### config.mk
export PLATFORM = sky130hd
export DESIGN_NAME = battery_gauge_monitor
export DESIGN_NICKNAME = d
export VERILOG_FILES = /design/src/rtl/bgm_pkg.sv /design/src/rtl/bgm_front.sv /design/src/rtl/bgm_query.sv /design/src/rtl/battery_gauge_monitor.sv
export SDC_FILE = /design/constraint.sdc
export NUM_CORES = 1
export LEC_CHECK = 0
export ABC_AREA = 1
export BUFFER_PORTS_ARGS = -buffer_cell sky130_fd_sc_hd__buf_2
export CELL_PAD_IN_SITES_DETAIL_PLACEMENT = 1
export CELL_PAD_IN_SITES_GLOBAL_PLACEMENT = 1
export CORE_MARGIN = 2
export CORE_UTILIZATION = 39
export DETAILED_ROUTE_END_ITERATION = 16
export GPL_ROUTABILITY_DRIVEN = 0
export GPL_TIMING_DRIVEN = 0
export PLACE_DENSITY_LB_ADDON = 0.1
export SKIP_LAST_GASP = 1
export SYNTH_ARGS = -nofsm -noshare
export SYNTH_HDL_FRONTEND = slang
export SYNTH_SLANG_ARGS = --single-unit
### constraint.sdc
create_clock -name clk -period 12.3 [get_ports clk]
set_input_delay 0.615 -clock clk [delete_from_list [all_inputs] [get_ports clk]]
set_output_delay 0.615 -clock clk [all_outputs]
set_load 0.02 [all_outputs]
### src/rtl/bgm_pkg.sv
`timescale 1ns / 1ps
// ----------------------------------------------------------------------------
// Battery gauge monitor package
// Word types, opcodes, property codes and reset values shared by the block.
// ----------------------------------------------------------------------------
package bgm_pkg;

  localparam logic OP_SAMPLE = 1'b0;
  localparam logic OP_QUERY  = 1'b1;

  localparam logic [2:0] PROP_STATUS   = 3'd0;
  localparam logic [2:0] PROP_VOLTAGE  = 3'd1;
  localparam logic [2:0] PROP_ONLINE   = 3'd2;
  localparam logic [2:0] PROP_CAPACITY = 3'd3;

  localparam logic [1:0] SRC_AC  = 2'd1;
  localparam logic [1:0] SRC_BAT = 2'd2;

  localparam logic [14:0] VOLT_MAX  = 15'd30000;
  localparam logic [14:0] VOLT_RST  = 15'd8400;
  localparam logic [6:0]  LEVEL_RST = 7'd100;
  localparam logic [8:0]  SCALE_RST = 9'd252;

  typedef struct packed {
    logic        opcode;
    logic [15:0] adc_word;
    logic [2:0]  property_req;
    logic        is_battery_supply;
    logic        power_good_pin;
    logic        charge_done_pin;
    logic        charging_pin;
  } in_word_t;

  typedef struct packed {
    logic [14:0] value;
    logic        invalid_property;
  } out_word_t;

  typedef struct packed {
    logic        vld;
    in_word_t    word;
    logic [14:0] mv;
  } pend_t;

endpackage

### src/rtl/bgm_front.sv
`timescale 1ns / 1ps
// ----------------------------------------------------------------------------
// Battery gauge front pipeline
// Input register and ADC-to-millivolt scaling stages; every word rides along.
// ----------------------------------------------------------------------------
module bgm_front (
  input  logic             clk,
  input  logic             rst,
  input  logic             cfg_wr_en,
  input  logic [8:0]       cfg_wr_data,
  input  logic             in_valid,
  output logic             in_stall,
  input  bgm_pkg::in_word_t in_word,
  input  logic             take,
  output bgm_pkg::pend_t   pend
);
  import bgm_pkg::*;

  localparam int NSTG = 5;
  localparam logic [12:0] ADC_GAIN = 13'd6000;
  localparam logic [19:0] RECIP25  = 20'd671088;

  logic [NSTG-1:0] vld;
  logic [NSTG:0]   rdy;
  in_word_t        word_q [NSTG];
  logic [8:0]      scale;

  logic [22:0] prod_b;
  logic [12:0] mv1_c;
  logic [21:0] prod_d;
  logic [19:0] y_e;
  logic [15:0] qe;

  logic [22:0] prod_b_next;
  logic [22:0] sum_c;
  logic [12:0] q0_c;
  logic [22:0] rem_c;
  logic [12:0] mv1_next;
  logic [21:0] prod_d_next;
  logic [19:0] y_next;
  logic [39:0] recip_prod;
  logic [15:0] qe_next;
  logic [20:0] m25;
  logic [20:0] rem_e;
  logic [15:0] q_e;
  logic [14:0] mv_out;

  always_comb begin
    rdy[NSTG] = take;
    for (int i = NSTG - 1; i >= 0; i--) begin
      rdy[i] = !vld[i] || rdy[i+1];
    end
  end

  assign in_stall = !rdy[0];

  always_comb begin
    prod_b_next = {13'd0, word_q[0].adc_word[15:6]} * {10'd0, ADC_GAIN};
    sum_c       = prod_b + {10'd0, prod_b[22:10]} + {20'd0, prod_b[22:20]};
    q0_c        = sum_c[22:10];
    rem_c       = prod_b - ({q0_c, 10'd0} - {10'd0, q0_c});
    mv1_next    = q0_c + {12'd0, (rem_c >= 23'd1023)};
    prod_d_next = {9'd0, mv1_c} * {13'd0, scale};
    y_next      = prod_d[21:2];
    recip_prod  = {20'd0, y_next} * {20'd0, RECIP25};
    qe_next     = recip_prod[39:24];
    m25         = {1'b0, qe, 4'd0} + {2'b0, qe, 3'd0} + {5'd0, qe};
    rem_e       = {1'b0, y_e} - m25;
    q_e         = qe + {15'd0, (rem_e >= 21'd25)};
    mv_out      = (q_e > {1'b0, VOLT_MAX}) ? VOLT_MAX : q_e[14:0];
  end

  assign pend = '{vld: vld[NSTG-1], word: word_q[NSTG-1], mv: mv_out};

  always_ff @(posedge clk) begin
    if (rst) begin
      vld   <= '0;
      scale <= SCALE_RST;
    end else begin
      if (cfg_wr_en) begin
        scale <= cfg_wr_data;
      end
      for (int i = 0; i < NSTG; i++) begin
        if (rdy[i]) begin
          vld[i] <= (i == 0) ? in_valid : vld[(i == 0) ? 0 : i-1];
        end
      end
    end
  end

  always_ff @(posedge clk) begin
    if (rdy[0]) begin
      word_q[0] <= in_word;
    end
    for (int i = 1; i < NSTG; i++) begin
      if (rdy[i]) begin
        word_q[i] <= word_q[i-1];
      end
    end
    if (rdy[1]) begin
      prod_b <= prod_b_next;
    end
    if (rdy[2]) begin
      mv1_c <= mv1_next;
    end
    if (rdy[3]) begin
      prod_d <= prod_d_next;
    end
    if (rdy[4]) begin
      y_e <= y_next;
      qe  <= qe_next;
    end
  end

`ifndef SYNTH
  a_stall_needs_word: assert property (@(posedge clk) disable iff (rst)
    in_stall |-> vld[0])
    else $error("input stalled with empty input stage");
  a_mv_in_range: assert property (@(posedge clk) disable iff (rst)
    pend.vld |-> (mv_out <= VOLT_MAX))
    else $error("scaled voltage above limit");
  a_rem_bound: assert property (@(posedge clk) disable iff (rst)
    vld[2] |-> (rem_c < 23'd2046))
    else $error("divide-by-1023 estimate out of bound");
`endif

endmodule

### src/rtl/bgm_query.sv
`timescale 1ns / 1ps
// ----------------------------------------------------------------------------
// Battery gauge query stage
// Gauge state, property decode, capacity lookup and the result register.
// ----------------------------------------------------------------------------
module bgm_query (
  input  logic              clk,
  input  logic              rst,
  input  bgm_pkg::pend_t    pend,
  output logic              take,
  output logic              out_valid,
  input  logic              out_stall,
  output bgm_pkg::out_word_t out_word
);
  import bgm_pkg::*;

  localparam logic [14:0] AC_LIMIT [10] = '{
    15'd8400, 15'd8160, 15'd8120, 15'd8060, 15'd7990,
    15'd7930, 15'd7880, 15'd7780, 15'd7710, 15'd7550};
  localparam logic [6:0] AC_LEVEL [11] = '{
    7'd100, 7'd90, 7'd80, 7'd70, 7'd60, 7'd50, 7'd40, 7'd30, 7'd20, 7'd10, 7'd5};
  localparam logic [14:0] BAT_LIMIT [11] = '{
    15'd8060, 15'd7930, 15'd7800, 15'd7690, 15'd7580, 15'd7470,
    15'd7440, 15'd7400, 15'd7250, 15'd7200, 15'd7090};
  localparam logic [6:0] BAT_LEVEL [12] = '{
    7'd100, 7'd90, 7'd80, 7'd70, 7'd60, 7'd50, 7'd40, 7'd30, 7'd20, 7'd10, 7'd5, 7'd0};

  function automatic logic [6:0] level_of(input logic [14:0] mv, input logic ac);
    logic [6:0] lvl;
    if (ac) begin
      lvl = AC_LEVEL[10];
      for (int i = 9; i >= 0; i--) begin
        if (mv > AC_LIMIT[i]) lvl = AC_LEVEL[i];
      end
    end else begin
      lvl = BAT_LEVEL[11];
      for (int i = 10; i >= 0; i--) begin
        if (mv > BAT_LIMIT[i]) lvl = BAT_LEVEL[i];
      end
    end
    return lvl;
  endfunction

  logic [14:0] battery_millivolts;
  logic [6:0]  held_level;
  logic [1:0]  last_source;

  logic [14:0] battery_millivolts_next;
  logic [6:0]  held_level_next;
  logic [1:0]  last_source_next;
  out_word_t   out_word_next;
  logic        commit;
  logic        ac;
  logic [1:0]  source;
  logic [6:0]  level;

  assign take   = !out_valid || !out_stall;
  assign commit = pend.vld && take;

  always_comb begin
    ac     = !pend.word.power_good_pin;
    source = pend.word.power_good_pin ? SRC_BAT : SRC_AC;
    level  = level_of(battery_millivolts, ac);

    battery_millivolts_next = battery_millivolts;
    held_level_next         = held_level;
    last_source_next        = last_source;
    out_word_next           = '{value: 15'd0, invalid_property: 1'b0};

    if (commit && pend.word.opcode == OP_SAMPLE) begin
      battery_millivolts_next = pend.mv;
    end else if (commit) begin
      case (pend.word.property_req)
        PROP_STATUS: begin
          if (!ac) out_word_next.value = 15'd3;
          else if (pend.word.charging_pin) out_word_next.value = 15'd0;
          else if (pend.word.charge_done_pin) out_word_next.value = 15'd1;
          else out_word_next.value = 15'd2;
        end
        PROP_VOLTAGE: begin
          out_word_next.value = battery_millivolts;
        end
        PROP_ONLINE: begin
          out_word_next.value = {14'd0, ac};
        end
        PROP_CAPACITY: begin
          if (!pend.word.is_battery_supply) begin
            out_word_next.value = 15'd100;
          end else if ((last_source & source) != 2'd0) begin
            held_level_next     = level;
            out_word_next.value = {8'd0, level};
          end else begin
            out_word_next.value = {8'd0, held_level};
            last_source_next    = source;
          end
        end
        default: begin
          out_word_next.invalid_property = 1'b1;
        end
      endcase
    end
  end

  always_ff @(posedge clk) begin
    if (rst) begin
      out_valid          <= 1'b0;
      battery_millivolts <= VOLT_RST;
      held_level         <= LEVEL_RST;
      last_source        <= SRC_BAT;
    end else begin
      if (take) begin
        out_valid <= pend.vld && (pend.word.opcode == OP_QUERY);
      end
      battery_millivolts <= battery_millivolts_next;
      held_level         <= held_level_next;
      last_source        <= last_source_next;
    end
  end

  always_ff @(posedge clk) begin
    if (take) begin
      out_word <= out_word_next;
    end
  end

`ifndef SYNTH
  a_volt_range: assert property (@(posedge clk) disable iff (rst)
    battery_millivolts <= VOLT_MAX)
    else $error("stored voltage above limit");
  a_level_range: assert property (@(posedge clk) disable iff (rst)
    held_level <= LEVEL_RST)
    else $error("held level above full");
  a_source_code: assert property (@(posedge clk) disable iff (rst)
    $onehot(last_source))
    else $error("source code corrupt");
  a_bad_prop_zero: assert property (@(posedge clk) disable iff (rst)
    (out_valid && out_word.invalid_property) |-> (out_word.value == 15'd0))
    else $error("unsupported property with nonzero value");
`endif

endmodule

### src/rtl/battery_gauge_monitor.sv
`timescale 1ns / 1ps
// ----------------------------------------------------------------------------
// Battery gauge monitor
// Scales ADC words to millivolts and answers status, voltage, online and
// capacity queries.
// ----------------------------------------------------------------------------
// A query word passes the five front stages and then the result register before its result is valid.
// Throughput: one word per cycle through the five-stage scaling pipeline while the output is not stalled.
// Words complete in order; a sample updates the voltage before later queries.
// Reset (rst, synchronous): 8400 mV, held level 100, battery source,
// board scale 252 percent; pipeline and result register emptied.
module battery_gauge_monitor (
  input  logic               clk,
  input  logic               rst,
  input  logic               cfg_wr_en,
  input  logic [8:0]         cfg_wr_data,
  input  logic               in_valid,
  output logic               in_stall,
  input  bgm_pkg::in_word_t  in_word,
  output logic               out_valid,
  input  logic               out_stall,
  output bgm_pkg::out_word_t out_word
);
  import bgm_pkg::*;

  pend_t pend;
  logic  take;

  bgm_front u_front (
    .clk        (clk),
    .rst        (rst),
    .cfg_wr_en  (cfg_wr_en),
    .cfg_wr_data(cfg_wr_data),
    .in_valid   (in_valid),
    .in_stall   (in_stall),
    .in_word    (in_word),
    .take       (take),
    .pend       (pend)
  );

  bgm_query u_query (
    .clk      (clk),
    .rst      (rst),
    .pend     (pend),
    .take     (take),
    .out_valid(out_valid),
    .out_stall(out_stall),
    .out_word (out_word)
  );

endmodule
Yosys cells after proc, flatten, opt, wreduce, memory -nomap -nowiden. Memories as Yosys holds them, arrays and structs flattened. Cells that the tools add are included.

Register bits after elaboration: 145. Logic and storage cells: 125. Output and inout port bits: 18. Memories: 1. Memory bits (writable): 120. Input bits: 38.

Memories: u_front.word_q (depth 5, bits a word 24, read ports 5, clocked after Yosys merged registers in 0, wr ports 5, line bgm_front.sv:25) `in_word_t word_q [NSTG];`.

Magnitude comparators: 22. Eq/ne operators: 3. $add $sub $neg: 9. $mul: 3. Muxes and demuxes: 41. Reduce and logical (&&, ||, !) cells: 24. Bitwise gates (word level): 5.

Operators by type and width (number): > comparator 15 x 13 -> 1 bit, second input constant (18); 2-to-1 mux 7 bit (15); one-hot mux 15 bit (4 select lines) (1); 2-to-1 mux 15 bit (3); multiplier 20 x 16 -> 36 bit, second input constant (1); adder 23 x 13 -> 23 bit (1); adder 23 x 3 -> 23 bit (1); greater-or-equal comparator 23 x 10 -> 1 bit, second input constant (1); subtractor 23 x 13 -> 23 bit (1); subtractor 23 bit (1); multiplier 13 x 9 -> 22 bit (1); adder 20 x 19 -> 21 bit (1); adder 21 x 16 -> 21 bit (1); greater-or-equal comparator 21 x 5 -> 1 bit, second input constant (1); subtractor 20 x 21 -> 21 bit (1); multiplier 10 x 9 -> 19 bit, second input constant (1); 2-to-1 mux 6 bit (3); adder 16 x 1 -> 16 bit (1); > comparator 16 x 15 -> 1 bit, second input constant (1); > comparator 15 x 14 -> 1 bit, second input constant (1); adder 13 x 1 -> 13 bit (1); 2-to-1 mux 1 bit (11); 2-to-1 mux 5 bit (2); AND reduction 5 bit (2); 14 further kinds (36).

Depth between registers and ports, before layout.
Depth in word-level cells: 16. Depth in mapped cells: 41. Gate-level depth less buffers: 41.

Hierarchy. A second synthesis with hierarchy kept.

Cells, all modules: 2960. Area, all modules: 26781.9 µm².

Modules (own cells, without submodules): bgm_front (times used 1, cells each 2514, sequential area each 6496.2 µm², area each 23910.4 µm²); bgm_query (times used 1, cells each 446, sequential area each 980.9 µm², area each 2871.5 µm²).

Least setup slack after synthesis. No wires, ideal clock.

Path type: reg-to-reg. From: reg u_front.prod_b[19]. To: reg u_front.mv1_c[12], data pin. Required time: 12029 ps. Arrival time: 5242 ps. Path slack: 6787 ps. Clock period less this slack: 5513 ps. Path buffers: 0. Cell stages (with the launch flop): 38. Library setup time: 271 ps. Cells stage by stage: edfxtp_1 > ha_1 > nand2_1 > nand2_1 > o21bai_1 > nor2_1 > nand2_1 > a21oi_1 > nor4_1 > ha_1 > inv_1 > fa_1 > inv_1 > ha_1 > nand2_1 > inv_1 > nand2_1 > and2_1 > [2 not listed] > nand3b_1 > nand2_1 > nand2_1 > nor2_1 > nand3_1 > nor2_1 > nand3_1 > nand2_1 > inv_1 > nand4_1 > ha_1 > ha_1 > nand2_1 > nor3_1 > nand3_1 > nor3_1 > nand3_1 > xor2_1.

Cells in the longest elaborated chain, start to end: 6.

Ends and longest elaborated chain: start, declared (line bgm_front.sv:28) `logic [22:0] prod_b;`; start signal, assigned (line bgm_front.sv:101) `prod_b <= prod_b_next;`; adder 23 x 13 -> 23 bit (line bgm_front.sv:59) `sum_c = prod_b + {10'd0, prod_b[22:10]} + {20'd0, prod_b[22:20]};`; adder 23 x 3 -> 23 bit (line bgm_front.sv:59); subtractor 23 x 13 -> 23 bit (line bgm_front.sv:61) `rem_c = prod_b - ({q0_c, 10'd0} - {10'd0, q0_c});`; subtractor 23 bit (line bgm_front.sv:61); greater-or-equal comparator 23 x 10 -> 1 bit (line bgm_front.sv:62) `mv1_next = q0_c + {12'd0, (rem_c >= 23'd1023)};`; adder 13 x 1 -> 13 bit (*) (line bgm_front.sv:62); named net u_front.mv1_next[12] (line bgm_front.sv:38) `logic [12:0] mv1_next;`; end signal, assigned (line bgm_front.sv:104) `mv1_c <= mv1_next;`; end, declared (line bgm_front.sv:29) `logic [12:0] mv1_c;`.

The timed path passes the listed nets; every way through them passes the cells marked *. A chain may end at the register's enable or synchronous reset.

Worst setup path after layout. Same ends and word-level chain as after synthesis.

==> results_dict.tcl <==
set metrics [dict create \
    cts_hold_repair.buffers 0 \
    synth_fa_ha_area_frac 0.407 \
    timing.fmax_mhz 144 \
    slew_viol_final 0 \
    min-delay-start "in_word[14]" \
    synth_top_family_by_area "adder cells" \
    rsz0062_at_grt "false" \
    yosys.area_share.simple 0.162 \
    portBuffers 48 \
    cts-resized-gates 0 \
    clock-skew-final_ps 17.9 \
    min-delay-path-class "in2reg" \
    htreeDepth 4 \
    synthFlopType "edfxtp_1" \
    antenna_found_initial 0 \
    fin_crit_ps 6940 \
    ys_seq_elements 193 \
    yosysWarnings 0 \
    hold_viol 0 \
    grt_usage 0.210 \
    crit_path_start_kind "flop" \
    post-route-period-util 0.564 \
    multiInputGateArea_um2 16300 \
    cts_tree "yes" \
    crit-reg2reg-launch "u_front.prod_b[19]" \
    wl_um 63900 \
    syn-cell-area_um2 24100 \
    die_h_um 253 \
    die_w_um 253 \
    final_net_count 3484 \
    wl_per_cell_um 17.6 \
    syn_avg_cell_area_um2 8.73 \
    clockBufferDepth 2 \
    num_io_pins 56 \
    postRouteAntennaNets 0 \
    die-area_um2 63800 \
    maxSlewHeadroom 0.218 \
    routed_via_density 5.07 \
    tightest_slew_ps 1170 \
    status "completed" \
    drc_errors 0 \
    post-route-util 0.423 \
    dr.pass1.iters 5 \
    cts-root-buf "clkbuf_16" \
    synth_edf_count 154 \
    synth_compound_area_frac 0.0747 \
    crit_top_cell "nand2_1" \
    grt-ovfl-total 0 \
    critPathTopFamily "adder cells" \
    dp_slack_ps 5340 \
    nFillCells 7214 \
    clk_latency_ps 490 \
    register_area_um2 5410 \
    critical_path_class "reg2reg" \
    max_stage_delay_ps 520 \
    synth-seq-area-share 0.224 \
    clk_pin_slew_ps 80 \
    grt_pass1_vias 20400 \
    critPathBufInv 2 \
    std_cell_rows 91 \
    slowest_stage "edfxtp_1" \
    vias 18400 \
    synthArstFlopShare 0 \
    ys_types 56 \
    syn-instance-count 2762 \
    stdcell_count 3632 \
    crit_start "u_front.prod_b[19]" \
    cp.required_ps 12520 \
    clkSinkCount 193 \
    end_kind "flop" \
    hpwlAfterDp_um 54700 \
    syn-num-nets 3417 \
    cts_made_buffers 17 \
    grt_max_degree 47 \
    crit_fanout 6 \
    worst_slack_ps 5360 \
    post-place-cells 3600 \
    drive_gt1_frac 0.0468 \
    cp.arrival_ps 7160 \
    synthXorXnorAreaFrac 0.0327 \
    drv_cap 0 \
    tns_ps 0 \
    diodes 0 \
    start_util 0.393 \
    post_cts_buffers 0 \
    area_delta_synth_final_pct 7.66 \
    final-setup-viol-count 0 \
    muxShareOfSynthArea 0 \
    grt_pass1_wl_um 106000 \
    first_iter_violations 656 \
    coreArea_um2 61400 \
]
layer usage:
layer | share of wire | up-vias | global-route usage | wire (um)
met5 | 0 | - | 0 | 0
met4 | 0.014 | 0 | 0.0438 | 876
met1 | 0.47 | 9243 | 0.281 | 30300
li1 | - | 8957 | - | -
met2 | 0.49 | 162 | 0.370 | 31600
met3 | 0.018 | 48 | 0.0205 | 1120
cell families (layout without fill, tap and decap cells):
kind of cell    Yosys count  after routing
compound gates          317            317
xor+xnor                 90             90
fa+ha+maj               617            617
buf+inv                 636            716
flops                   193            193
simple gates            909            909
final cells by class:
cell class                 count  area share
tap                          790      0.0381
clock buffer                  17      0.0164
sequential                   193       0.208
timing repair buffer          48     0.00925
buffer                        39     0.00651
multi-input combinational   1933       0.628
clock inverter                15     0.00747
inverter                     597      0.0863
cells in the final DEF, fill, tap and decap left out, drive strengths merged, types with 2 or more instances in the layout:
cell type	n
a211oi	2
a21boi	3
a21o	11
a21oi	157
a221oi	2
a22oi	2
a31oi	14
and2	7
and3	2
buf	59
clkbuf	45
clkinv	9
dfxtp	39
edfxtp	154
fa	278
ha	339
inv	603
nand2	529
nand3	103
nand3b	9
nand4	37
nor2	173
nor3	34
nor4	10
o211ai	6
o21a	4
o21ai	86
o21bai	10
o221ai	6
o22ai	2
o31ai	5
o41ai	3
or2	4
xnor2	29
xor2	61
worst reg2reg max path, delay by kind of cell (launching register included):
kind	cells	cell delay, ps
buf+inv	2	160
fa+ha+maj	6	2080
simple gates	16	2010
xor+xnor	1	180
flops	1	520
compound gates	7	1690
stage by stage:
| step | area, um^2 | hold slack, ps |
|---|---|---|
| floorplan | 24100 | 400 |
| global placement | 25300 | 403 |
| detailed placement | 25300 | 405 |
| CTS | 26000 | 263 |
| global route | 26000 | 274 |
| finish | 26000 | 291 |
flip-flops by register name, indices dropped and copies added, names as in the netlist:
register and count:
u_front.word_q 50, u_front.prod_d 20, u_front.y_e 20, u_front.prod_b 19, u_front.qe 16, u_query.out_word 16, u_query.battery_millivolts 15, u_front.mv1_c 13
u_front.scale 9, u_query.held_level 7, u_front.vld 5, u_query.last_source 2, u_query.out_valid 1
cells in the mapped netlist, types with 4 or more instances:
master	number	area, um^2
a21o_1	11	82.6
a21oi_1	155	776
a31oi_1	14	87.6
and2_1	7	43.8
buf_2	6	30.0
buf_4	4	30.0
clkbuf_1	28	105
dfxtp_1	39	781
edfxtp_1	154	4620
fa_1	278	5570
ha_1	339	4240
inv_1	585	2200
inv_2	9	33.8
nand2_1	521	1960
nand2_2	5	31.3
nand3_1	100	500
nand3b_1	9	67.6
nand4_1	37	231
nor2_1	164	616
nor2_2	6	37.5
nor3_1	31	155
nor4_1	9	56.3
o211ai_1	6	45.0
o21a_1	4	30.0
o21ai_0	73	365
o21ai_1	13	65.1
o21bai_1	10	75.1
o221ai_1	6	52.6
o31ai_1	5	37.5
or2_2	4	25.0
xnor2_1	29	254
xor2_1	61	534
final timing paths:
path / depth (start not counted) / endpoint / slack [ps]
min: 1 / u_front.word_q[0][14] / 290
min reg2reg: 0 / u_front.word_q[4][1] / 420
max: 32 / u_front.mv1_c[12] / 5360
max reg2reg: 32 / u_front.mv1_c[12] / 5360
Power is not shown: default switching activity piles up to over one toggle a cycle in this logic, so the estimate is an artifact.
